`src/hdl/cv3_pkg.sv`:
```
`default_nettype none

package cv3_pkg;

  localparam int unsigned DEF_MAX_WIDTH  = 1024;
  localparam int unsigned DEF_MAX_HEIGHT = 1024;
  localparam int unsigned MASK_SIZE      = 3;

  localparam int unsigned PIX_W      = 8;
  localparam int unsigned LINE_W     = 2 * PIX_W;
  localparam int unsigned DIM_W      = 11;
  localparam int unsigned COEF_ROW_W = MASK_SIZE * PIX_W;
  localparam int unsigned CFG_IDX_W  = 3;
  localparam int unsigned CFG_DATA_W = 24;

  localparam logic [DIM_W-1:0]      FRAME_WIDTH_RST  = 11'd1024;
  localparam logic [DIM_W-1:0]      FRAME_HEIGHT_RST = 11'd1024;
  localparam logic [COEF_ROW_W-1:0] COEF_TOP_RST     = 24'h0100FF;
  localparam logic [COEF_ROW_W-1:0] COEF_MID_RST     = 24'h0200FE;
  localparam logic [COEF_ROW_W-1:0] COEF_BOTTOM_RST  = 24'h0100FF;
  localparam logic [PIX_W-1:0]      PIX_MAX          = 8'd255;

  // 9x8 signed product, sum of three, sum of nine
  localparam int unsigned PROD_W    = 17;
  localparam int unsigned ROW_SUM_W = 19;
  localparam int unsigned SUM_W     = 21;

  localparam int unsigned OUT_DEPTH = 8;
  localparam int unsigned OUT_PTR_W = $clog2(OUT_DEPTH);
  localparam int unsigned OUT_CNT_W = $clog2(OUT_DEPTH + 1);

  typedef enum logic [CFG_IDX_W-1:0] {
    REG_FRAME_WIDTH  = 3'd0,
    REG_FRAME_HEIGHT = 3'd1,
    REG_COEF_TOP     = 3'd2,
    REG_COEF_MID     = 3'd3,
    REG_COEF_BOTTOM  = 3'd4
  } cv3_reg_e;

  typedef struct packed {
    logic             mode;
    logic [PIX_W-1:0] pixel_in;
  } cv3_in_t;

  typedef struct packed {
    logic [PIX_W-1:0] pixel_out;
    logic             frame_last;
  } cv3_out_t;

  // [row][column], row 0 on top, column 0 on the left
  typedef logic [MASK_SIZE-1:0][MASK_SIZE-1:0][PIX_W-1:0] cv3_view_t;
  typedef logic [MASK_SIZE-1:0][COEF_ROW_W-1:0]            cv3_coef_t;

  typedef struct packed {
    logic             first;
    logic             emit;
    logic             last;
    logic             top_z;
    logic             bot_z;
    logic             left_z;
    logic             right_z;
    logic [PIX_W-1:0] pix;
  } cv3_item_t;

endpackage

`default_nettype wire

```
`src/hdl/cv3_out_fifo.sv`:
```
`default_nettype none

module cv3_out_fifo
  import cv3_pkg::*;
(
  input  logic                 clk_i,
  input  logic                 rst_ni,
  input  logic                 push_i,
  input  cv3_out_t             push_data_i,
  output logic                 out_valid_o,
  input  logic                 out_stall_i,
  output cv3_out_t             out_data_o,
  output logic [OUT_CNT_W-1:0] count_o
);

  cv3_out_t             mem_q [OUT_DEPTH];
  logic [OUT_PTR_W-1:0] wr_ptr_q, rd_ptr_q;
  logic [OUT_CNT_W-1:0] cnt_q;
  logic                 pop;

  assign pop = (cnt_q != '0) && !out_stall_i;

  always_ff @(posedge clk_i or negedge rst_ni) begin
    if (!rst_ni) begin
      wr_ptr_q <= '0;
      rd_ptr_q <= '0;
      cnt_q    <= '0;
    end else begin
      if (push_i) begin
        wr_ptr_q <= wr_ptr_q + OUT_PTR_W'(1);
      end
      if (pop) begin
        rd_ptr_q <= rd_ptr_q + OUT_PTR_W'(1);
      end
      cnt_q <= cnt_q + OUT_CNT_W'(push_i) - OUT_CNT_W'(pop);
    end
  end

  always_ff @(posedge clk_i) begin
    if (push_i) begin
      mem_q[wr_ptr_q] <= push_data_i;
    end
  end

  assign out_valid_o = (cnt_q != '0);
  assign out_data_o  = mem_q[rd_ptr_q];
  assign count_o     = cnt_q;

endmodule

`default_nettype wire

```
`config.mk`:
```
export PLATFORM = sky130hd
export DESIGN_NAME = cv3_out_fifo
export DESIGN_NICKNAME = d
export VERILOG_FILES = /design/src/hdl/cv3_pkg.sv /design/src/hdl/cv3_out_fifo.sv
export SDC_FILE = /design/constraint.sdc
export NUM_CORES = 1
export LEC_CHECK = 0
export BUFFER_PORTS_ARGS = -buffer_cell sky130_fd_sc_hd__buf_2
export CAP_MARGIN = 30
export CORE_UTILIZATION = 35
export DETAILED_ROUTE_END_ITERATION = 7
export SYNTH_ARGS = -nofsm -noshare
export SYNTH_HDL_FRONTEND = slang
export SYNTH_SLANG_ARGS = --single-unit
export TNS_END_PERCENT = 10
```
`constraint.sdc`:
```
create_clock -name clk_i -period 2.6 [get_ports clk_i]
set_input_delay 0.65 -clock clk_i [delete_from_list [all_inputs] [get_ports clk_i]]
set_output_delay 0.65 -clock clk_i [all_outputs]
set_load 0.03 [all_outputs]
```
Word level (Yosys, flattened, before mapping)
Memory sizes are Yosys's and may differ from the RTL's.
Index checks and enable logic that the tools add are counted.
- add/subtract/negate cells: 4
- mux-type cells: 2
- reduce and logical (&&, ||, !) cells: 3
- operators with widths (operator ; count):
    $add A3 B1 Y3 const B ; 2
    $add A4 B1 Y4 ; 1
    $reduce_bool A4 Y1 ; 1
    $sub A4 B1 Y4 ; 1
    $mux W1 ; 2
    $logic_and A1 B1 Y1 ; 1
    $logic_not A1 Y1 ; 1
- register bits: 10
- RAM bits: 72
- input port bits: 13
- output and inout port bits: 14
- word-level logic and storage cells: 13
- memories kept: 1
- memories (name ; depth ; bits a word ; read ports ; clocked after Yosys merged registers in ; wr ports ; RTL line ; source):
    mem_q ; 8 ; 9 ; 1 ; 0 ; 1 ; cv3_out_fifo.sv:16 ; cv3_out_t mem_q [OUT_DEPTH];

Depth between registers and ports, before layout
- word-level depth: 3
- gate-level depth with buffers: 10
- mapped depth without buffers: 10

Worst setup path after synthesis
OpenSTA, ideal clock, no wires.
- path type: register to register
- start: register cnt_q[2] (netlist: count_o[2])
- end: register cnt_q[2] (netlist: count_o[2])
- setup time: 0.123 ns
- arrival time: 2.114 ns
- data required time: 2.477 ns
- setup slack: 0.363 ns
- cell stages (with the launch flop): 11
- path buffers: 0
- period minus slack after synthesis: 2.237 ns
- cells stage by stage: dfrtp_1 -> inv_1 -> ha_1 -> nor3b_1 -> nor2_1 -> ha_1 -> inv_1 -> ha_1 -> inv_1 -> fa_1 -> xnor2_1
- cells in the longest elaborated chain, start to end: 3
- elaborated cells between the ends (all ways): 4
- ends and longest elaborated chain (item ; RTL line ; source):
    from (decl) ; cv3_out_fifo.sv:18 ; logic [OUT_CNT_W-1:0] cnt_q;
    from (signal assigned) ; cv3_out_fifo.sv:35 ; cnt_q <= cnt_q + OUT_CNT_W'(push_i) - OUT_CNT_W'(pop);
    $reduce_bool A4 Y1 ; cv3_out_fifo.sv:21 ; assign pop = (cnt_q != '0) && !out_stall_i;
    $logic_and A1 B1 Y1 ; cv3_out_fifo.sv:21 ;
    named net pop ; cv3_out_fifo.sv:19 ; logic pop;
    $sub A4 B1 Y4 ; cv3_out_fifo.sv:35 ;
The timed path passes the listed nets, and every way through them passes these cells.
A chain may end at the register's enable or synchronous reset.

==> flow_summary.yaml <==
die:
  dieArea_mm2: 0.00994
  io_pins: 27
  row_count: 35
  die_h_um: 99.7
  fp.dieW_um: 99.7
  core_area_mm2: 0.00924
  start_util: 0.362
final_layout:
  final_cell_mix: "edfxtp_1, buf_2, buf_4, mux4_2"
  stdcell_area_mm2: 0.00389
  drive_above_1_share: 0.338
  nets: 223
  final_common_cell: "edfxtp_1"
  syn2layout_area_growth_pct: 16.4
  fin_cells: 336
  fill_cells: 832
  insertedDiodeCount: 0
setup_path:
  start_kind: "register"
  critPathCaptureType: "primary output"
  required_ns: 1.95
  crit_fanout: 9
  crit_arrival_ns: 1.96
  path_class: "register to primary output"
placed_design:
  gp_congestion: 0.721
  io_buffers: 26
  placed_area_mm2: 0.00368
  placedCellCount: 318
  hpwl_um: 3390
synthesis:
  synth.area.top_cells: "edfxtp_1, dfrtp_1, mux4_1, mux4_2, mux2_4"
  syn_inst: 158
  yosysWarnings: 0
  syn_area_mm2: 0.00334
  synth_top_area_frac: 0.647
  yosysTopAreaCell: "edfxtp_1"
  synth_edf_count: 72
  syn_nets: 179
  ys.flop_type: "edfxtp_1"
  yosysUniqueCellTypes: 22
  avgSynthCellArea_um2: 21.2
  synth.yosys.seq_area_share: 0.722
  synth-async-reset-ratio: 0.122
  ys_seq_elements: 82
grt:
  antenna_found_initial: 0
  grtUsageTotal: 0.121
  grt_pass1_vias: 1554
  grt_pass1_wl_um: 8600
  grt_max_degree: 20
  overflow: 0
timing:
  fmax_ghz: 0.383
  rsz0062_at_grt: "yes"
  tightest_slew_ns: 0.767
  finalCritPeriodShare: 1.00
  finalSetupViolCount: 4
  worst_slack_ns: -0.0103
  hold_viol_final: 0
  min_period_ns: 2.61
  skew_ns: 0.0124
  maxSlewViolCount: 0
  max-slew-margin-rel: 0.489
  whs_ns: 0.151
pwr:
  p_int_mw: 2.94
  power_density_mw_per_mm2: 1140
  pwr-share-comb: 0.412
  vdd_drop_max_v: 0.000645
  power_switching_mw: 1.48
  totalPowerFinal_mw: 4.43
  p_clk_frac: 0.168
  pwr-share-seq: 0.420
  swShare: 0.335
  p_leak_nw: 1.42
job:
  cap_violations: 0
routing:
  wl_per_cell_um: 16.5
  vias: 1523
  drtIter0Drc: 61
  drt_first_pass_iters: 6
  drcViolationCount: 0
  ant_nets: 0
  vias_per_cell: 4.53
  drt_wl_total_um: 5560
cts:
  clk_latency_ns: 0.34
  ctsHtreeMaxLevel: 3
  cts_tree: "built"
  cts_buffers: 9
  cts_buffer_depth: 2
  cts-root-buf: "clkbuf_8"
  clkTransAtPathRegs_ns: 0.08
  clock_sinks: 82
status:
  status: "finished, violations left"
  violations: "negative setup slack"
hold_path:
  worstHoldPathType: "primary input to async pin"
==> cells in the mapped netlist, drive strengths merged, types with 2 or more instances <==
cell type and number:
mux4 18, nand2b 3, xor2 4, ha 7
dfrtp 10, nor3b 2, mux2 11, nor3 2
edfxtp 72, nand2 3, inv 9, xnor2 2
buf 4, nor2 7
==> power groups by stage <==
stage / registers, mW / clock network, mW / logic (mW)
finish: 1.86 / 0.745 / 1.82
CTS: 1.85 / 0.768 / 1.78
global route: 1.89 / 0.828 / 1.96
global placement: 1.88 / 0 / 1.68
floorplan: 1.86 / 0 / 1.30
detailed placement: 1.88 / 0 / 1.70
==> cell families after synthesis <==
kind of cell / after synthesis / synth area share
XOR/XNOR: 6 / 0.0157
flip-flops: 82 / 0.722
adder cells (fa/ha/maj): 8 / 0.0322
buffers and inverters: 14 / 0.0236
AND/OR/NAND/NOR: 17 / 0.0243
multiplexers: 29 / 0.179
AO/OA/AOI/OAI: 2 / 0.00374
==> sequential cells by signal, summed over array words and instances, names as in the netlist <==
name,count
count_o,4
mem_q,72
rd_ptr_q,3
wr_ptr_q,3
==> final cells by class <==
type	instances	area, um^2	area share
clock inverter	6	23.8	0.00611
sequential	82	2410	0.620
timing repair buffer	38	283	0.0727
tap	129	161	0.0415
multi-input combinational	62	847	0.218
inverter	9	33.8	0.00868
clock buffer	10	128	0.0328
==> what timing repair did <==
item | 4_1_cts | 5_1_grt
hold buffers | 0 | 0
endpoints found under the setup margin | 9 | 9
endpoints found under the hold margin | 0 | 0
pin swaps | 0 | 0
buffers inserted | 1 | 0
resized for setup | 8 | 5
cloned | 0 | 1
==> critical path: stages, from the launching register on <==
cell     delay, ns
dfrtp_2       0.45
buf_12        0.16
mux4_1        0.55
mux2_4        0.27
buf_2         0.17
==> through the flow <==
| stage | util | TNS [ns] | worst slack (ns) |
|---|---|---|---|
| floorplan | - | 0 | 0.363 |
| global placement | 0.398 | 0 | 0.309 |
| detailed placement | 0.398 | 0 | 0.277 |
| CTS | 0.417 | -0.377 | -0.0585 |
| global route | 0.421 | -0.507 | -0.0770 |
| finish | 0.421 | -0.0181 | -0.0103 |
==> routing by layer <==
layer,GRT usage,part of all wire,vias up
met4,0.0407,0.014,0
met2,0.187,0.48,27
met5,0,0,-
met3,0.0429,0.036,7
li1,-,-,711
met1,0.161,0.47,778
==> path summary, 6_finish.rpt <==
check                            startpoint       endpoint  slack (ns)  cells after the start
min in group clk_i                   push_i    wr_ptr_q[0]        0.56                      2
worst min register to register  wr_ptr_q[1]    wr_ptr_q[1]        0.57                      1
worst max register to register   count_o[2]     count_o[2]        0.32                     10
worst max-delay path            rd_ptr_q[0]  out_data_o[3]       -0.01                      4
worst min-delay path                 rst_ni    wr_ptr_q[1]        0.15                      1
max in group asynchronous            rst_ni    rd_ptr_q[0]        2.24                      1
Power figures use the tool's default switching activity.
