--- src/hdl/cv3_pkg.sv ---
`default_nettype none

package cv3_pkg;

  localparam int unsigned DEF_MAX_WIDTH  = 1024;
  localparam int unsigned DEF_MAX_HEIGHT = 1024;
  localparam int unsigned MASK_SIZE      = 3;

  localparam int unsigned PIX_W      = 8;
  localparam int unsigned LINE_W     = 2 * PIX_W;
  localparam int unsigned DIM_W      = 11;
  localparam int unsigned COEF_ROW_W = MASK_SIZE * PIX_W;
  localparam int unsigned CFG_IDX_W  = 3;
  localparam int unsigned CFG_DATA_W = 24;

  localparam logic [DIM_W-1:0]      FRAME_WIDTH_RST  = 11'd1024;
  localparam logic [DIM_W-1:0]      FRAME_HEIGHT_RST = 11'd1024;
  localparam logic [COEF_ROW_W-1:0] COEF_TOP_RST     = 24'h0100FF;
  localparam logic [COEF_ROW_W-1:0] COEF_MID_RST     = 24'h0200FE;
  localparam logic [COEF_ROW_W-1:0] COEF_BOTTOM_RST  = 24'h0100FF;
  localparam logic [PIX_W-1:0]      PIX_MAX          = 8'd255;

  // 9x8 signed product, sum of three, sum of nine
  localparam int unsigned PROD_W    = 17;
  localparam int unsigned ROW_SUM_W = 19;
  localparam int unsigned SUM_W     = 21;

  localparam int unsigned OUT_DEPTH = 8;
  localparam int unsigned OUT_PTR_W = $clog2(OUT_DEPTH);
  localparam int unsigned OUT_CNT_W = $clog2(OUT_DEPTH + 1);

  typedef enum logic [CFG_IDX_W-1:0] {
    REG_FRAME_WIDTH  = 3'd0,
    REG_FRAME_HEIGHT = 3'd1,
    REG_COEF_TOP     = 3'd2,
    REG_COEF_MID     = 3'd3,
    REG_COEF_BOTTOM  = 3'd4
  } cv3_reg_e;

  typedef struct packed {
    logic             mode;
    logic [PIX_W-1:0] pixel_in;
  } cv3_in_t;

  typedef struct packed {
    logic [PIX_W-1:0] pixel_out;
    logic             frame_last;
  } cv3_out_t;

  // [row][column], row 0 on top, column 0 on the left
  typedef logic [MASK_SIZE-1:0][MASK_SIZE-1:0][PIX_W-1:0] cv3_view_t;
  typedef logic [MASK_SIZE-1:0][COEF_ROW_W-1:0]            cv3_coef_t;

  typedef struct packed {
    logic             first;
    logic             emit;
    logic             last;
    logic             top_z;
    logic             bot_z;
    logic             left_z;
    logic             right_z;
    logic [PIX_W-1:0] pix;
  } cv3_item_t;

endpackage

`default_nettype wire

--- src/hdl/cv3_mac.sv ---
`default_nettype none

module cv3_mac
  import cv3_pkg::*;
(
  input  logic       clk_i,
  input  logic       rst_ni,
  input  logic       valid_i,
  input  logic       last_i,
  input  cv3_view_t  view_i,
  input  cv3_coef_t  coef_i,
  output logic       push_o,
  output cv3_out_t   push_data_o,
  output logic [1:0] busy_o
);

  logic signed [PROD_W-1:0]    prod_q [MASK_SIZE][MASK_SIZE];
  logic signed [ROW_SUM_W-1:0] rsum_q [MASK_SIZE];
  logic signed [SUM_W-1:0]     total;
  logic                        prod_valid_q, rsum_valid_q;
  logic                        prod_last_q, rsum_last_q;
  logic [PIX_W-1:0]            clamped;

  always_ff @(posedge clk_i or negedge rst_ni) begin
    if (!rst_ni) begin
      prod_valid_q <= 1'b0;
      rsum_valid_q <= 1'b0;
    end else begin
      prod_valid_q <= valid_i;
      rsum_valid_q <= prod_valid_q;
    end
  end

  always_ff @(posedge clk_i) begin
    for (int r = 0; r < MASK_SIZE; r++) begin
      for (int k = 0; k < MASK_SIZE; k++) begin
        prod_q[r][k] <= PROD_W'($signed({1'b0, view_i[r][k]})
                        * $signed(coef_i[r][PIX_W*k +: PIX_W]));
      end
      rsum_q[r] <= ROW_SUM_W'(prod_q[r][0]) + ROW_SUM_W'(prod_q[r][1])
                   + ROW_SUM_W'(prod_q[r][2]);
    end
    prod_last_q <= last_i;
    rsum_last_q <= prod_last_q;
  end

  always_comb begin
    total = SUM_W'(rsum_q[0]) + SUM_W'(rsum_q[1]) + SUM_W'(rsum_q[2]);
    // negative clamps to zero, anything above a byte to full scale
    if (total[SUM_W-1]) begin
      clamped = '0;
    end else if (|total[SUM_W-2:PIX_W]) begin
      clamped = PIX_MAX;
    end else begin
      clamped = total[PIX_W-1:0];
    end
  end

  assign push_o                 = rsum_valid_q;
  assign push_data_o.pixel_out  = clamped;
  assign push_data_o.frame_last = rsum_last_q;
  assign busy_o                 = 2'(prod_valid_q) + 2'(rsum_valid_q);

endmodule

`default_nettype wire

--- config.mk ---
export PLATFORM = sky130hd
export DESIGN_NAME = cv3_mac
export DESIGN_NICKNAME = d
export VERILOG_FILES = /design/src/hdl/cv3_pkg.sv /design/src/hdl/cv3_mac.sv
export SDC_FILE = /design/constraint.sdc
export NUM_CORES = 2
export LEC_CHECK = 0
export BUFFER_PORTS_ARGS = -buffer_cell sky130_fd_sc_hd__buf_2
export CAP_MARGIN = 5
export CORE_AREA = 3 3 255 257
export CTS_BUF_LIST = sky130_fd_sc_hd__clkbuf_8
export CTS_CLUSTER_SIZE = 20
export DETAILED_ROUTE_END_ITERATION = 8
export DIE_AREA = 0 0 258 260
export GPL_TIMING_DRIVEN = 0
export HOLD_SLACK_MARGIN = 0.02
export SLEW_MARGIN = 25
export SYNTH_ARGS = -nofsm -noshare
export SYNTH_HDL_FRONTEND = slang
export SYNTH_SLANG_ARGS = --single-unit
--- constraint.sdc ---
create_clock -name clk_i -period 3.7 [get_ports clk_i]
set_input_delay 0.555 -clock clk_i [delete_from_list [all_inputs] [get_ports clk_i]]
set_output_delay 0.555 -clock clk_i [all_outputs]
set_load 0.1 [all_outputs]
# After elaboration in Yosys (flattened, before gate mapping)
# Memory sizes are Yosys's and may differ from the RTL's.
# Index checks and enable logic that the tools add are counted.
# classes
n_addsub,9
mul,9
n_mux,2
reduce_logical,1
# ops
operator,count
$mul 9x8->17,9
$add 18x17->19,3
$add 17x17->18,3
$add 20x19->21,1
$add 19x19->20,1
$mux 8,2
$reduce_or 12->1,1
$add 1x1->2,1
# word_totals
regBits,4
ramBits,210
in_bits,148
out_inout_bits,12
word_cells,27
memories,2
# memory_table
name,words,width,rd,rd_clocked_by_memory_dff,write_ports,line_no,rtl
prod_q,3,51,3,0,3,cv3_mac.sv:17,logic signed [PROD_W-1:0] prod_q [MASK_SIZE][MASK_SIZE];
rsum_q,3,19,3,0,3,cv3_mac.sv:18,logic signed [ROW_SUM_W-1:0] rsum_q [MASK_SIZE];

# Logic depth before layout (Yosys ltp)
# depth
ltp_word,5
ltp_mapped,21
depth_no_buf,21

# Worst setup path before layout
# Ideal clock, no wire load.
# synth_timing
kind,in2reg
startpoint,in view_i[45] in the netlist's numbering
endpoint,mem prod_q[1][16] in the netlist's numbering
setup_ns,0.121
arrival_ns,4.417
required_time_ns,3.579
setup_slack_ns,-0.838
path_stages,18
path_cell_list,and2_1 -> fa_1 -> inv_1 -> fa_1 -> inv_1 -> fa_1 -> inv_1 -> fa_1 -> inv_1 -> ha_1 -> a21oi_1 -> o21bai_1 -> a21oi_1 -> nor2b_1 -> o2111ai_1 -> nand3_1 -> o41a_1 -> xnor2_1
# synth_rtl
item,line_no,rtl
"start, declared",cv3_mac.sv:10,"input cv3_view_t view_i,"
"end, declared",cv3_mac.sv:17,

==> flow_metrics.py <==
metrics = {
    "sta": {
        "worst_slew_pin_slew_ns": 0.6669,
        "setup_tns_ns": -12.13,
        "hold_violations": 0,
        "rsz0062_at_grt": "yes",
        "setup_slack_ns": -1.062,
        "skew_ns": 0.02734,
        "period_share_pct": 128.7,
        "finalSetupViolCount": 37,
        "fin_crit_ns": 4.762,
        "clock.fmax_ghz": 0.2100,
        "slew_headroom_pct": 55.54,
        "drv_slew": 0,
    },
    "global_routing": {
        "grt_pass1_vias": 22370,
        "grt_pass1_wl_um": 106000,
        "antenna_found_initial": 1,
        "grt-ovfl-total": 0,
        "grt_max_degree": 10,
        "grt_usage_pct": 19.10,
    },
    "worst_setup_path": {
        "arrival_ns": 4.21,
        "worst_setup_path_end_kind": "output port",
        "crit_type": "reg2out",
        "cp.required_ns": 3.14,
        "crit_fanout": 8,
        "cp-start-kind": "flip-flop",
    },
    "layout": {
        "syn_to_final_growth_pct": 22.14,
        "final_core_util_pct": 54.79,
        "nets": 4286,
        "diodes": 0,
        "n_fill_cell": 5624,
        "layout-drive-gt1-share_pct": 22.51,
        "post-route-cell-area_mm2": 0.03450,
    },
    "detailed_routing": {
        "first_pass_iters": 5,
        "num_vias": 20560,
        "finalWirelength_um": 63020,
        "drtIter0Drc": 737,
        "drc": 0,
        "viasPerCell": 4.957,
        "drt.antenna.violating_nets": 0,
        "routedWlPerCell_um": 15.20,
    },
    "clock_tree": {
        "h-tree-depth": 2,
        "clock_latency_ns": 0.58,
        "cts_buffer_depth": 3,
        "clk_pin_slew_ns": 0.06,
        "cts_made_buffers": 40,
        "cts_tree": "yes",
        "root_buffer": "clkbuf_8",
        "clock_sinks": 214,
    },
    "die": {
        "io_pins": 160,
        "die_x_um": 258,
        "row_count": 92,
        "core_area_mm2": 0.06297,
        "dieArea_mm2": 0.06708,
        "die_y_um": 260,
        "initial_utilization_pct": 44.86,
    },
    "place": {
        "pre_cts_ws_ns": -1.174,
        "placed_area_mm2": 0.03079,
        "hpwl_um": 51520,
        "gp_congestion": 0.8550,
        "port-buffer-count": 159,
    },
    "outcome": {
        "status": "finished, violations left",
        "violations": "setup timing",
    },
    "synth": {
        "ys_seq_elements": 214,
        "synth_top_area_cell": "fa_1",
        "synthArstFlopShare_pct": 0.9346,
        "synthFlopType": "dfxtp_1",
        "synth-seq-area-share_pct": 15.20,
        "syn-mean-instance-area_um2": 9.492,
        "synth_top_area_share_pct": 28.84,
        "synth_common_cells": "inv_1 (596), ha_1 (458), fa_1 (407)",
        "ys_types": 64,
        "synth.top_cells.by_area": "fa_1 (29%), ha_1 (20%), dfxtp_1 (15%)",
        "syn-instance-count": 2976,
        "synth-edff-count": 0,
        "yosys_warnings": 0,
        "syn-num-nets": 3989,
        "synth_most_common_cell": "inv_1",
        "syn-cell-area_mm2": 0.02825,
    },
    "worst_hold_path": {
        "holdCritPathClass": "in2reg",
    },
    "flow_run": {
        "maxCapViolCount": 0,
    },
}
==> path summary, 6_finish.rpt <==
| path | cells after the start | end | startpoint | slack [ns] |
|---|---|---|---|---|
| setup reg to reg | 13 | rsum_q[0][55]$_DFF_P_ | prod_q[2][35]$_DFF_P_ | 0.33 |
| hold / removal | 2 | prod_q[2][0]$_DFF_P_ | coef_i[64] | 0.24 |
| min in group asynchronous | 2 | push_o$_DFF_PN0_ | rst_ni | 0.28 |
| setup / recovery | 13 | push_data_o[7] | rsum_q[0][1]$_DFF_P_ | -1.06 |
| max in group asynchronous | 2 | prod_valid_q$_DFF_PN0_ | rst_ni | 3.33 |
| hold reg to reg | 0 | rsum_last_q$_DFF_P_ | prod_last_q$_DFF_P_ | 0.34 |
==> area by class of cell <==
type | count | area (µm²) | area share [%]
inverters | 596 | 2271 | 6.582
plain buffers | 2 | 11.26 | 0.03264
multi-input cells | 2164 | 23500 | 68.11
flip-flops and latches | 214 | 4297 | 12.45
clock buffers | 51 | 701.9 | 2.035
repair buffers | 255 | 2492 | 7.224
clock inverters | 19 | 170.2 | 0.4932
well taps | 846 | 1059 | 3.068
==> flip-flops by register name (all words and copies together) (netlist names) <==
name	count
prod_last_q	1
prod_q	153
prod_valid_q	1
push_o	1
rsum_last_q	1
rsum_q	57
==> routing by layer <==
| layer | part of all wire, % | GRT usage [%] |
|---|---|---|
| met1 | 44 | 24.68 |
| met2 | 50 | 33.77 |
| met3 | 3.3 | 2.327 |
| met4 | 2.5 | 5.230 |
| met5 | 0 | 0 |
==> through the flow <==
| stage | cells | hold WS (ns) |
|---|---|---|
| finish | 4147 | 0.2355 |
| detailed placement | 3981 | 0.3293 |
| floorplan | 2976 | 0.2594 |
| CTS | 4125 | 0.1725 |
| global route | 4147 | 0.1876 |
| global placement | 3981 | 0.3098 |
==> logic make-up (layout without fill, tap and decap cells) <==
kind of cell / count (synthesis) / count (layout) / synth area share [%]
compound gates: 288 / 288 / 6.959
xor+xnor: 147 / 147 / 4.558
fa+ha+maj: 865 / 865 / 49.13
flops: 214 / 214 / 15.20
buf+inv: 598 / 923 / 7.960
simple gates: 861 / 861 / 16.07
mux: 3 / 3 / 0.1240
==> what timing repair did <==
item                       in CTS  in global routing
hold buffers                    3                  0
setup endpoints to repair      51                 58
resized for setup             362                223
hold endpoints to repair        4                  0
setup buffers                  73                 24
pin swaps                     176                151
==> cell usage in the layout, fill, tap and decap left out, drive strengths merged, types with 16 or more instances in the layout <==
| cell type | synthesis | final |
|---|---|---|
| ha | 458 | 458 |
| o21ai | 56 | 56 |
| a21o | 29 | 29 |
| o2111ai | 16 | 16 |
| xnor2 | 119 | 119 |
| nor3 | 29 | 29 |
| nand2 | 185 | 185 |
| buf | 1 | 243 |
| nor2b | 24 | 24 |
| and2 | 376 | 376 |
| nor2 | 142 | 142 |
| a21oi | 74 | 74 |
| dfxtp | 212 | 212 |
| nand3 | 31 | 31 |
| inv | 596 | 594 |
| clkbuf | 1 | 62 |
| fa | 407 | 407 |
| o21a | 26 | 26 |
| xor2 | 28 | 28 |
| nand2b | 39 | 39 |
==> worst max-delay path, cell delays in order (launching register included) <==
cell	delay (ns)
dfxtp_2	0.33
fa_1	0.47
ha_2	0.22
fa_2	0.35
a211o_1	0.35
a21oi_4	0.19
nor4_2	0.06
o211ai_1	0.29
mux2i_1	0.25
a31oi_1	0.09
a311oi_2	0.28
nand4_4	0.25
o21a_4	0.31
buf_12	0.17
Power is left out: the tool's default activity adds up to more than one toggle a clock period on the data nets, which glitch-free logic cannot reach.
