File: src/hdl/cv3_pkg.sv
`default_nettype none

package cv3_pkg;

  localparam int unsigned DEF_MAX_WIDTH  = 1024;
  localparam int unsigned DEF_MAX_HEIGHT = 1024;
  localparam int unsigned MASK_SIZE      = 3;

  localparam int unsigned PIX_W      = 8;
  localparam int unsigned LINE_W     = 2 * PIX_W;
  localparam int unsigned DIM_W      = 11;
  localparam int unsigned COEF_ROW_W = MASK_SIZE * PIX_W;
  localparam int unsigned CFG_IDX_W  = 3;
  localparam int unsigned CFG_DATA_W = 24;

  localparam logic [DIM_W-1:0]      FRAME_WIDTH_RST  = 11'd1024;
  localparam logic [DIM_W-1:0]      FRAME_HEIGHT_RST = 11'd1024;
  localparam logic [COEF_ROW_W-1:0] COEF_TOP_RST     = 24'h0100FF;
  localparam logic [COEF_ROW_W-1:0] COEF_MID_RST     = 24'h0200FE;
  localparam logic [COEF_ROW_W-1:0] COEF_BOTTOM_RST  = 24'h0100FF;
  localparam logic [PIX_W-1:0]      PIX_MAX          = 8'd255;

  // 9x8 signed product, sum of three, sum of nine
  localparam int unsigned PROD_W    = 17;
  localparam int unsigned ROW_SUM_W = 19;
  localparam int unsigned SUM_W     = 21;

  localparam int unsigned OUT_DEPTH = 8;
  localparam int unsigned OUT_PTR_W = $clog2(OUT_DEPTH);
  localparam int unsigned OUT_CNT_W = $clog2(OUT_DEPTH + 1);

  typedef enum logic [CFG_IDX_W-1:0] {
    REG_FRAME_WIDTH  = 3'd0,
    REG_FRAME_HEIGHT = 3'd1,
    REG_COEF_TOP     = 3'd2,
    REG_COEF_MID     = 3'd3,
    REG_COEF_BOTTOM  = 3'd4
  } cv3_reg_e;

  typedef struct packed {
    logic             mode;
    logic [PIX_W-1:0] pixel_in;
  } cv3_in_t;

  typedef struct packed {
    logic [PIX_W-1:0] pixel_out;
    logic             frame_last;
  } cv3_out_t;

  // [row][column], row 0 on top, column 0 on the left
  typedef logic [MASK_SIZE-1:0][MASK_SIZE-1:0][PIX_W-1:0] cv3_view_t;
  typedef logic [MASK_SIZE-1:0][COEF_ROW_W-1:0]            cv3_coef_t;

  typedef struct packed {
    logic             first;
    logic             emit;
    logic             last;
    logic             top_z;
    logic             bot_z;
    logic             left_z;
    logic             right_z;
    logic [PIX_W-1:0] pix;
  } cv3_item_t;

endpackage

`default_nettype wire

File: src/hdl/cv3_window.sv
`default_nettype none

module cv3_window
  import cv3_pkg::*;
(
  input  logic             clk_i,
  input  logic             rst_ni,
  input  logic             valid_i,
  input  cv3_item_t        item_i,
  input  logic [PIX_W-1:0] above_i,
  input  logic [PIX_W-1:0] mid_i,
  input  logic             clear_i,
  output logic             view_valid_o,
  output logic             view_last_o,
  output cv3_view_t        view_o
);

  cv3_view_t                          win_q, win_d;
  cv3_view_t                          view_d, view_q;
  logic                               view_valid_q;
  logic                               view_last_q;
  logic [MASK_SIZE-1:0][PIX_W-1:0]    col_new;

  always_comb begin
    col_new[0] = above_i;
    col_new[1] = mid_i;
    col_new[2] = item_i.pix;

    // a word in the first column centres the last column: view the previous window moved left
    for (int r = 0; r < MASK_SIZE; r++) begin
      view_d[r][0] = item_i.left_z ? '0 : win_q[r][1];
      view_d[r][1] = win_q[r][2];
      view_d[r][2] = (item_i.first || item_i.right_z) ? '0 : col_new[r];
    end
    if (item_i.top_z) begin
      view_d[0] = '0;
    end
    if (item_i.bot_z) begin
      view_d[MASK_SIZE-1] = '0;
    end

    win_d = win_q;
    if (clear_i) begin
      win_d = '0;
    end else if (valid_i) begin
      if (item_i.last) begin
        win_d = '0;
      end else begin
        for (int r = 0; r < MASK_SIZE; r++) begin
          win_d[r][0] = win_q[r][1];
          win_d[r][1] = win_q[r][2];
          win_d[r][2] = col_new[r];
        end
      end
    end
  end

  always_ff @(posedge clk_i or negedge rst_ni) begin
    if (!rst_ni) begin
      win_q        <= '0;
      view_valid_q <= 1'b0;
    end else begin
      win_q        <= win_d;
      view_valid_q <= valid_i && item_i.emit;
    end
  end

  always_ff @(posedge clk_i) begin
    view_q      <= view_d;
    view_last_q <= item_i.last;
  end

  assign view_valid_o = view_valid_q;
  assign view_last_o  = view_last_q;
  assign view_o       = view_q;

endmodule

`default_nettype wire

File: config.mk
export PLATFORM = sky130hd
export DESIGN_NAME = cv3_window
export DESIGN_NICKNAME = d
export VERILOG_FILES = /design/src/hdl/cv3_pkg.sv /design/src/hdl/cv3_window.sv
export SDC_FILE = /design/constraint.sdc
export NUM_CORES = 1
export LEC_CHECK = 0
export BUFFER_PORTS_ARGS = -buffer_cell sky130_fd_sc_hd__buf_2
export CAP_MARGIN = 10
export CORE_ASPECT_RATIO = 0.75
export CORE_MARGIN = 10
export CORE_UTILIZATION = 55
export DETAILED_ROUTE_END_ITERATION = 8
export GPL_TIMING_DRIVEN = 0
export PLACE_DENSITY = 0.83
export SLEW_MARGIN = 20
export SYNTH_ARGS = -nofsm -noshare
export SYNTH_HDL_FRONTEND = slang
export SYNTH_SLANG_ARGS = --single-unit
export TNS_END_PERCENT = 30
File: constraint.sdc
create_clock -name clk_i -period 1.5 [get_ports clk_i]
set_input_delay 0.225 -clock clk_i [delete_from_list [all_inputs] [get_ports clk_i]]
set_output_delay 0.225 -clock clk_i [all_outputs]
set_load 0.05 [all_outputs]
Yosys cells after proc, flatten, opt, wreduce, memory -nomap -nowiden
Cells that the tools add are included.

Multiplexer cells: 3. Reductions and logical operators: 7.

Operators by type and width (number): $mux W72 (3); $reduce_or A2 Y1 (4); $reduce_bool A2 Y1 (1); $logic_and A1 B1 Y1 (1); $logic_or A1 B1 Y1 (1).

Output and inout port bits: 74. Register bits after elaboration: 122. Bits of input ports: 35. Logic and storage cells: 27.

Depth between registers and ports, before layout
Gate-level depths: netlist of run 1.

Depth in word-level cells: 3. Depth in mapped cells: 5. Gate-level depth less buffers: 2.

Worst setup path after synthesis of run 1
No wires, ideal clock.

Path kind: in2reg. From: input port clear_i. To: register win_q, in the netlist view_d[32]. Setup time: 0.120 ns. Path slack: 0.556 ns. Cell stages on the path: 5. Path buffers: 3. Arrival time: 0.825 ns. Required time: 1.380 ns. Path through: buf_6 nor2_4 buf_6 buf_6 a31o_1.

Word-level cells in the longest chain between the ends: 1. Elaborated cells between the ends (all ways): 2. Classes of those cells: mux: 1; reduce/logical: 1.

RTL lines: start: declaration (line cv3_window.sv:12) `input logic clear_i,`; $mux W72 or $reduce_bool A2 Y1 (tied branches); end signal: assignment (line cv3_window.sv:63) `win_q <= win_d;`; end: declaration (line cv3_window.sv:18) `cv3_view_t win_q, win_d;`.

Several ways; a longest one is shown, not always the timed one. A chain may end at the register's enable or synchronous reset.

Worst setup path in the final report of run 1
From: input port item_i[8] (netlist name). To: register view_q, in the netlist view_o[22].

Word-level cells in the longest chain between the ends: 2.

RTL lines: start: declaration (line cv3_window.sv:9) `input cv3_item_t item_i,`; $logic_or A1 B1 Y1 (line cv3_window.sv:33) `view_d[r][2] = (item_i.first || item_i.right_z) ? '0 : col_new[r];`; $reduce_or A2 Y1 (no source line); end signal: assignment (line cv3_window.sv:69) `view_q <= view_d;`; end: declaration (line cv3_window.sv:19) `cv3_view_t view_d, view_q;`.

Every way passes these cells.

==> results of run 1 <==
==> metal layers <==
layer  vias up  GRT usage, %  part of all wire [%]
met3        33          6.97                   9.5
met5         -             0                     0
met1      1436          21.6                    38
met4         0          11.7                   3.7
li1       1335             -                     -
met2       167          33.3                    49
==> registers in the layout, indices dropped and copies added, names as in the netlist <==
register and cells:
view_d 8, view_last_o 1, view_o 72, view_valid_o 1, win_q 40
==> cell families (layout without fill, tap and decap cells) <==
family / after synthesis / in the layout / synth area share, %
flops: 122 / 122 / 68.6
simple gates: 96 / 96 / 16.5
buf+inv: 20 / 190 / 3.45
compound gates: 48 / 48 / 11.5
other cells: 0 / 1 / 0
==> layout make-up <==
class,count,area (µm²),area share (%)
Antenna cell,1,2.50,0.0456
Buffer,20,135,2.46
Clock buffer,20,447,8.14
Clock inverter,12,146,2.67
Multi-Input combinational cell,144,1100,20.0
Sequential cell,122,2690,49.0
Tap cell,98,123,2.24
Timing Repair Buffer,138,848,15.5
==> repair_timing <==
item / CTS / global route
hold endpoints to repair: 99 / 0
hold buffers: 31 / 0
endpoints found under the setup margin: 0 / 0
==> cells in the final DEF (no fill, tap or decap), drive strengths merged <==
master | synthesis | layout
clkinv | 0 | 6
bufinv | 0 | 3
clkinvlp | 0 | 3
nor2b | 24 | 24
clkbuf | 0 | 20
buf | 20 | 127
nor3 | 2 | 2
dlygate4sd3 | 0 | 31
nor2 | 5 | 5
dfxtp | 73 | 73
dfrtp | 49 | 49
nor3b | 24 | 24
a32o | 24 | 24
diode | 0 | 1
a31o | 24 | 24
and2 | 39 | 39
nor4b | 2 | 2
==> report_power, final <==
group	internal, mW	switching [mW]	total (mW)
Combinational	0.197	0.377	0.573
Sequential	3.34	0.0394	3.38
Clock	2.61	1.42	4.04
==> worst max-delay path by stage <==
stage / from / endpoint / slack (ns) / cells past startpoint
floorplan: clear_i / view_d[32] / 0.56 / 5
global placement: rst_ni / win_q[12] / 0.34 / 1
detailed placement: rst_ni / win_q[13] / 0.32 / 1
CTS: view_o[33] / view_o[33] / 0.15 / 1
global route: item_i[8] / view_o[22] / 0.06 / 4
finish: item_i[8] / view_o[22] / 0.08 / 4
==> stage by stage <==
stage / cell area [µm²] / setup WS (ns) / hold slack (ns) / utilization, %
after floorplan: 3920 / 0.556 / -0.0706 / -
after global placement: 4580 / 0.345 / 0.375 / 66.7
after detailed placement: 4580 / 0.324 / 0.380 / 66.7
after CTS: 5480 / 0.150 / 0.0306 / 79.8
after global routing: 5480 / 0.0570 / 0.0502 / 79.9
final: 5490 / 0.0844 / 0.0430 / 79.9
==> metrics, run 1 <==
synth warn 0; area added between synthesis and finish 40.0%; ANT nets after route 0; overall power 7.99 mW; Post-CTS Setup Repair Bufs 0; GRT Total Usage 19.8%; nets 478; Hold Crit Start item_i[9]; Synth area leaders dfxtp_1, dfrtp_1, and2_1; # H-tree levels 4; port bufs 107; worst r2r src win_q[68]; worst-path fanout max 5; Startpoint Class primary input; Post-synth EDFFs 0; DP Wirelength 6680 µm; maximum number of pins on one net before global-route repair 50; unrepaired setup endpoints after global routing false; clock root cell clkbuf_8; Worst Tran Pin Value 0.626 ns; Worst R2R End win_q[68]; initial antenna violation count 0; PostCTS Resize Cnt 0; Die Area 10900 µm²; CP required 1.95 ns; hold crit path type primary input to flip-flop; clock buffer count from CTS 17; Post-Synthesis Cell Area 3920 µm²; first-pass detailed-route iteration total 5; vias 2971; most numerous cell in the Yosys netlist dfxtp_1; synthesized net count 321; Post-Route WL 10700 µm; Starting Density 57.1%; clk buf depth 2; kind of critical path primary input to flip-flop; WL/cell 19.3 µm; Routability Congestion 0.789; clock transition at the registers of the reported paths 0.06 ns; share of post-route cells with drive strength above 1 35.3%; Worst path slowest cell dlygate4sd3_1; Synth Register Bits 122; Reg2Reg Setup Slack 0.58 ns; CTS Sinks 122; critical path cell sequence dlygate4sd3_1, buf_2, nor4b_1, dlygate4sd3_1; clk_skew 0.00420 ns; hold-critical path depth 2; Worst Path Buf+Inv 3; R2R depth 2; Rows 26; Post-Syn Area per Cell 13.7 µm²; first-pass GRT wire length 16900 µm; Yosys cell types 14; core area 6860 µm²; DIE WIDTH 117 µm; most used cell, CP dlygate4sd3_1; sequential area share after synthesis 68.6%; final hold vios 0; TNS Setup 0 ns; Tcrit/Tclk final 94.4%; Initial DRC Count 157; Commonest cells post-synth dfxtp_1, dfrtp_1, and2_1; f_max 0.706 GHz; dpl cells 491; CP peak stage delay 0.61 ns; leading area contributor after synthesis dfxtp_1; gr ovfl total 0; cell count after synthesis 286; maxcap violations 0; Synth top area share 37.3%; DRC viols 0; max-slew violation count 0; crit path capture type flip-flop; non-filler cells, final 555; endpoints failing setup 0; I/O pins 109; Worst Hold End view_o[30]; Primary FF master, synth dfxtp_1; Final min period 1.42 ns; outcome completed; vias in the first global route 3129; fillers 387; critical path arrival 1.87 ns; Die Ht 93.1 µm; Pwr Density 1460 nW/µm²; CTS tree yes; relative slew slack 58.2%; Leakage 2.63 nW; vias per std cell 5.35; CP top delay family buffers and inverters; fraction of registers with async set/reset 40.2%; worst vdd ir 1.06 mV; worst skew pair latency 0.52 ns
Power figures use the tool's default switching activity.
==> run 2: changes to the inputs <==
--- a/config.mk
+++ b/config.mk
@@ -12,7 +12,7 @@
 export CORE_UTILIZATION = 55
 export DETAILED_ROUTE_END_ITERATION = 8
 export GPL_TIMING_DRIVEN = 0
-export PLACE_DENSITY = 0.83
+export PLACE_DENSITY_LB_ADDON = 0.1
 export SLEW_MARGIN = 20
 export SYNTH_ARGS = -nofsm -noshare
 export SYNTH_HDL_FRONTEND = slang
==> run 2 against run 1 <==
  * Power shrank 4.0%
  * First-iteration DRC count fell by 16%
  * Clock power is 7.9% lower
  * Clock skew rose by 0.0035 ns
  * Via count fell by 4.8%
  * Wire length down 9.1%
  * Maximum frequency grew 1.1%
  * Count of clock-buffer cells in the layout increased by 5
==> metrics, run 2 (synthesized netlist as in run 1, its figures left out) <==
TNS Setup 0 ns; CP required 1.94 ns; Die Area 10900 µm²; combinational share of power 7.4%; DP Wirelength 6500 µm; Startpoint Class primary input; Tcrit/Tclk final 93.3%; hold crit path type primary input to flip-flop; overall power 7.66 mW; endpoints failing setup 0; Setup WS pre-CTS 0.299 ns; core area 6860 µm²; number of flip-flops in the largest register 72; Post-CTS Setup Repair Bufs 0; final hold vios 0; DIE WIDTH 117 µm; Int Pwr 5.95 mW; Initial DRC Count 132; Starting Density 57.1%; Pwr Density 1410 nW/µm²; port bufs 107; FF+latch area 2690 µm²; P_sw 1.72 mW; Worst Tran Pin Value 0.616 ns; Clk pwr share 48.5%; CTS tree yes; Die Ht 93.1 µm; f_max 0.714 GHz; worst vdd ir 0.792 mV; worst skew pair latency 0.50 ns; Leakage 2.61 nW; critical path arrival 1.84 ns; commonest non-fill, non-tap cell in the layout buf_2; fillers 446; worst-path fanout max 5; outcome completed; CTS Sinks 122; clock buffer count from CTS 17; antenna cell count 0; GRT Total Usage 18.4%; crit path capture type flip-flop; vias in the first global route 3109; # H-tree levels 4; Routability Congestion 0.733; vias per std cell 5.11; kind of critical path primary input to flip-flop; nets 477; register share of total power 44.0%; maximum number of pins on one net before global-route repair 50; Rows 26; Switching Share 22.4%; first-pass GRT wire length 15900 µm; vias 2827; commonest non-fill, non-tap cells in the layout buf_2, dfxtp_1, dfrtp_1; first-pass detailed-route iteration total 4; Post-Route WL 9730 µm; gr ovfl total 0; initial antenna violation count 0; clk buf depth 2; I/O pins 109; WL/cell 17.6 µm; share of post-route cells with drive strength above 1 34.9%; relative slew slack 58.9%; setup ws final 0.0999 ns; Final min period 1.40 ns; unrepaired setup endpoints after global routing false; maxcap violations 0; area added between synthesis and finish 38.8%; clock root cell clkbuf_8; Multi-input gate area 1100 µm²; max-slew violation count 0; DRC viols 0; clock transition at the registers of the reported paths 0.05 ns; clk_skew 0.00771 ns; ANT nets after route 0
run 2: cell types whose count changed in the layout (fill, tap and decap cells not counted), moves of 2 or more:
cell	change
clkbuf_8	+3
bufinv_16	-2
clkbuf_1	+2
clkinvlp_4	-2
run 2: power by group through the flow:
stage          Combinational (mW)  Sequential (mW)  Clock, mW
3_5_place_dp                0.507             3.44          0
3_3_place_gp                0.501             3.43          0
2_1_floorplan               0.159             3.59          0
4_1_cts                     0.570             3.37       3.78
5_1_grt                     0.610             3.38       3.96
6_report                    0.569             3.37       3.72
run 2: final timing paths:
| path | start | to | slack (ns) | cells past startpoint |
|---|---|---|---|---|
| max | item_i[8] | view_o[22] | 0.1 | 4 |
| min | item_i[9] | view_o[30] | 0.06 | 2 |
| max reg2reg | win_q[68] | win_q[68] | 0.62 | 2 |
| min reg2reg | view_d[36] | view_o[36] | 0.41 | 0 |
| max in group asynchronous | rst_ni | win_q[67] | 0.79 | 2 |
| min in group asynchronous | rst_ni | win_q[11] | 0.30 | 2 |
run 2: area by class of cell:
type	instances	area share (%)
clock inverter	7	1.15
tap	98	2.25
buffer	20	2.49
multi-input combinational	144	20.2
timing repair buffer	137	15.4
sequential	122	49.4
clock buffer	25	9.11
run 2: metrics by stage:
| stage | utilization (%) | instances | hold WS, ns | cell area, µm² |
|---|---|---|---|---|
| floorplan | - | 286 | -0.0706 | 3920 |
| global placement | 66.7 | 491 | 0.387 | 4580 |
| detailed placement | 66.7 | 491 | 0.383 | 4580 |
| CTS | 79.2 | 553 | 0.0383 | 5440 |
| global route | 79.2 | 553 | 0.0345 | 5440 |
| finish | 79.2 | 553 | 0.0564 | 5440 |
run 2: worst max-delay path, stage by stage:
cell and delay [ns]:
dlygate4sd3_1 0.55, buf_2 0.16, nor4b_1 0.31, dlygate4sd3_1 0.59
run 2: per-layer routing:
layer / share of wire [%] / track usage, % / vias to the layer above
met4: 0.45 / 5.85 / 0
met3: 7.0 / 6.85 / 6
met5: 0 / 0 / -
li1: - / - / 1334
met2: 49 / 30.0 / 102
met1: 43 / 22.2 / 1385
run 2: what timing repair did:
| item | 4_1_cts | 5_1_grt |
|---|---|---|
| hold buffers | 30 | 0 |
| resized for setup | 0 | 0 |
| hold endpoints to repair | 99 | 0 |
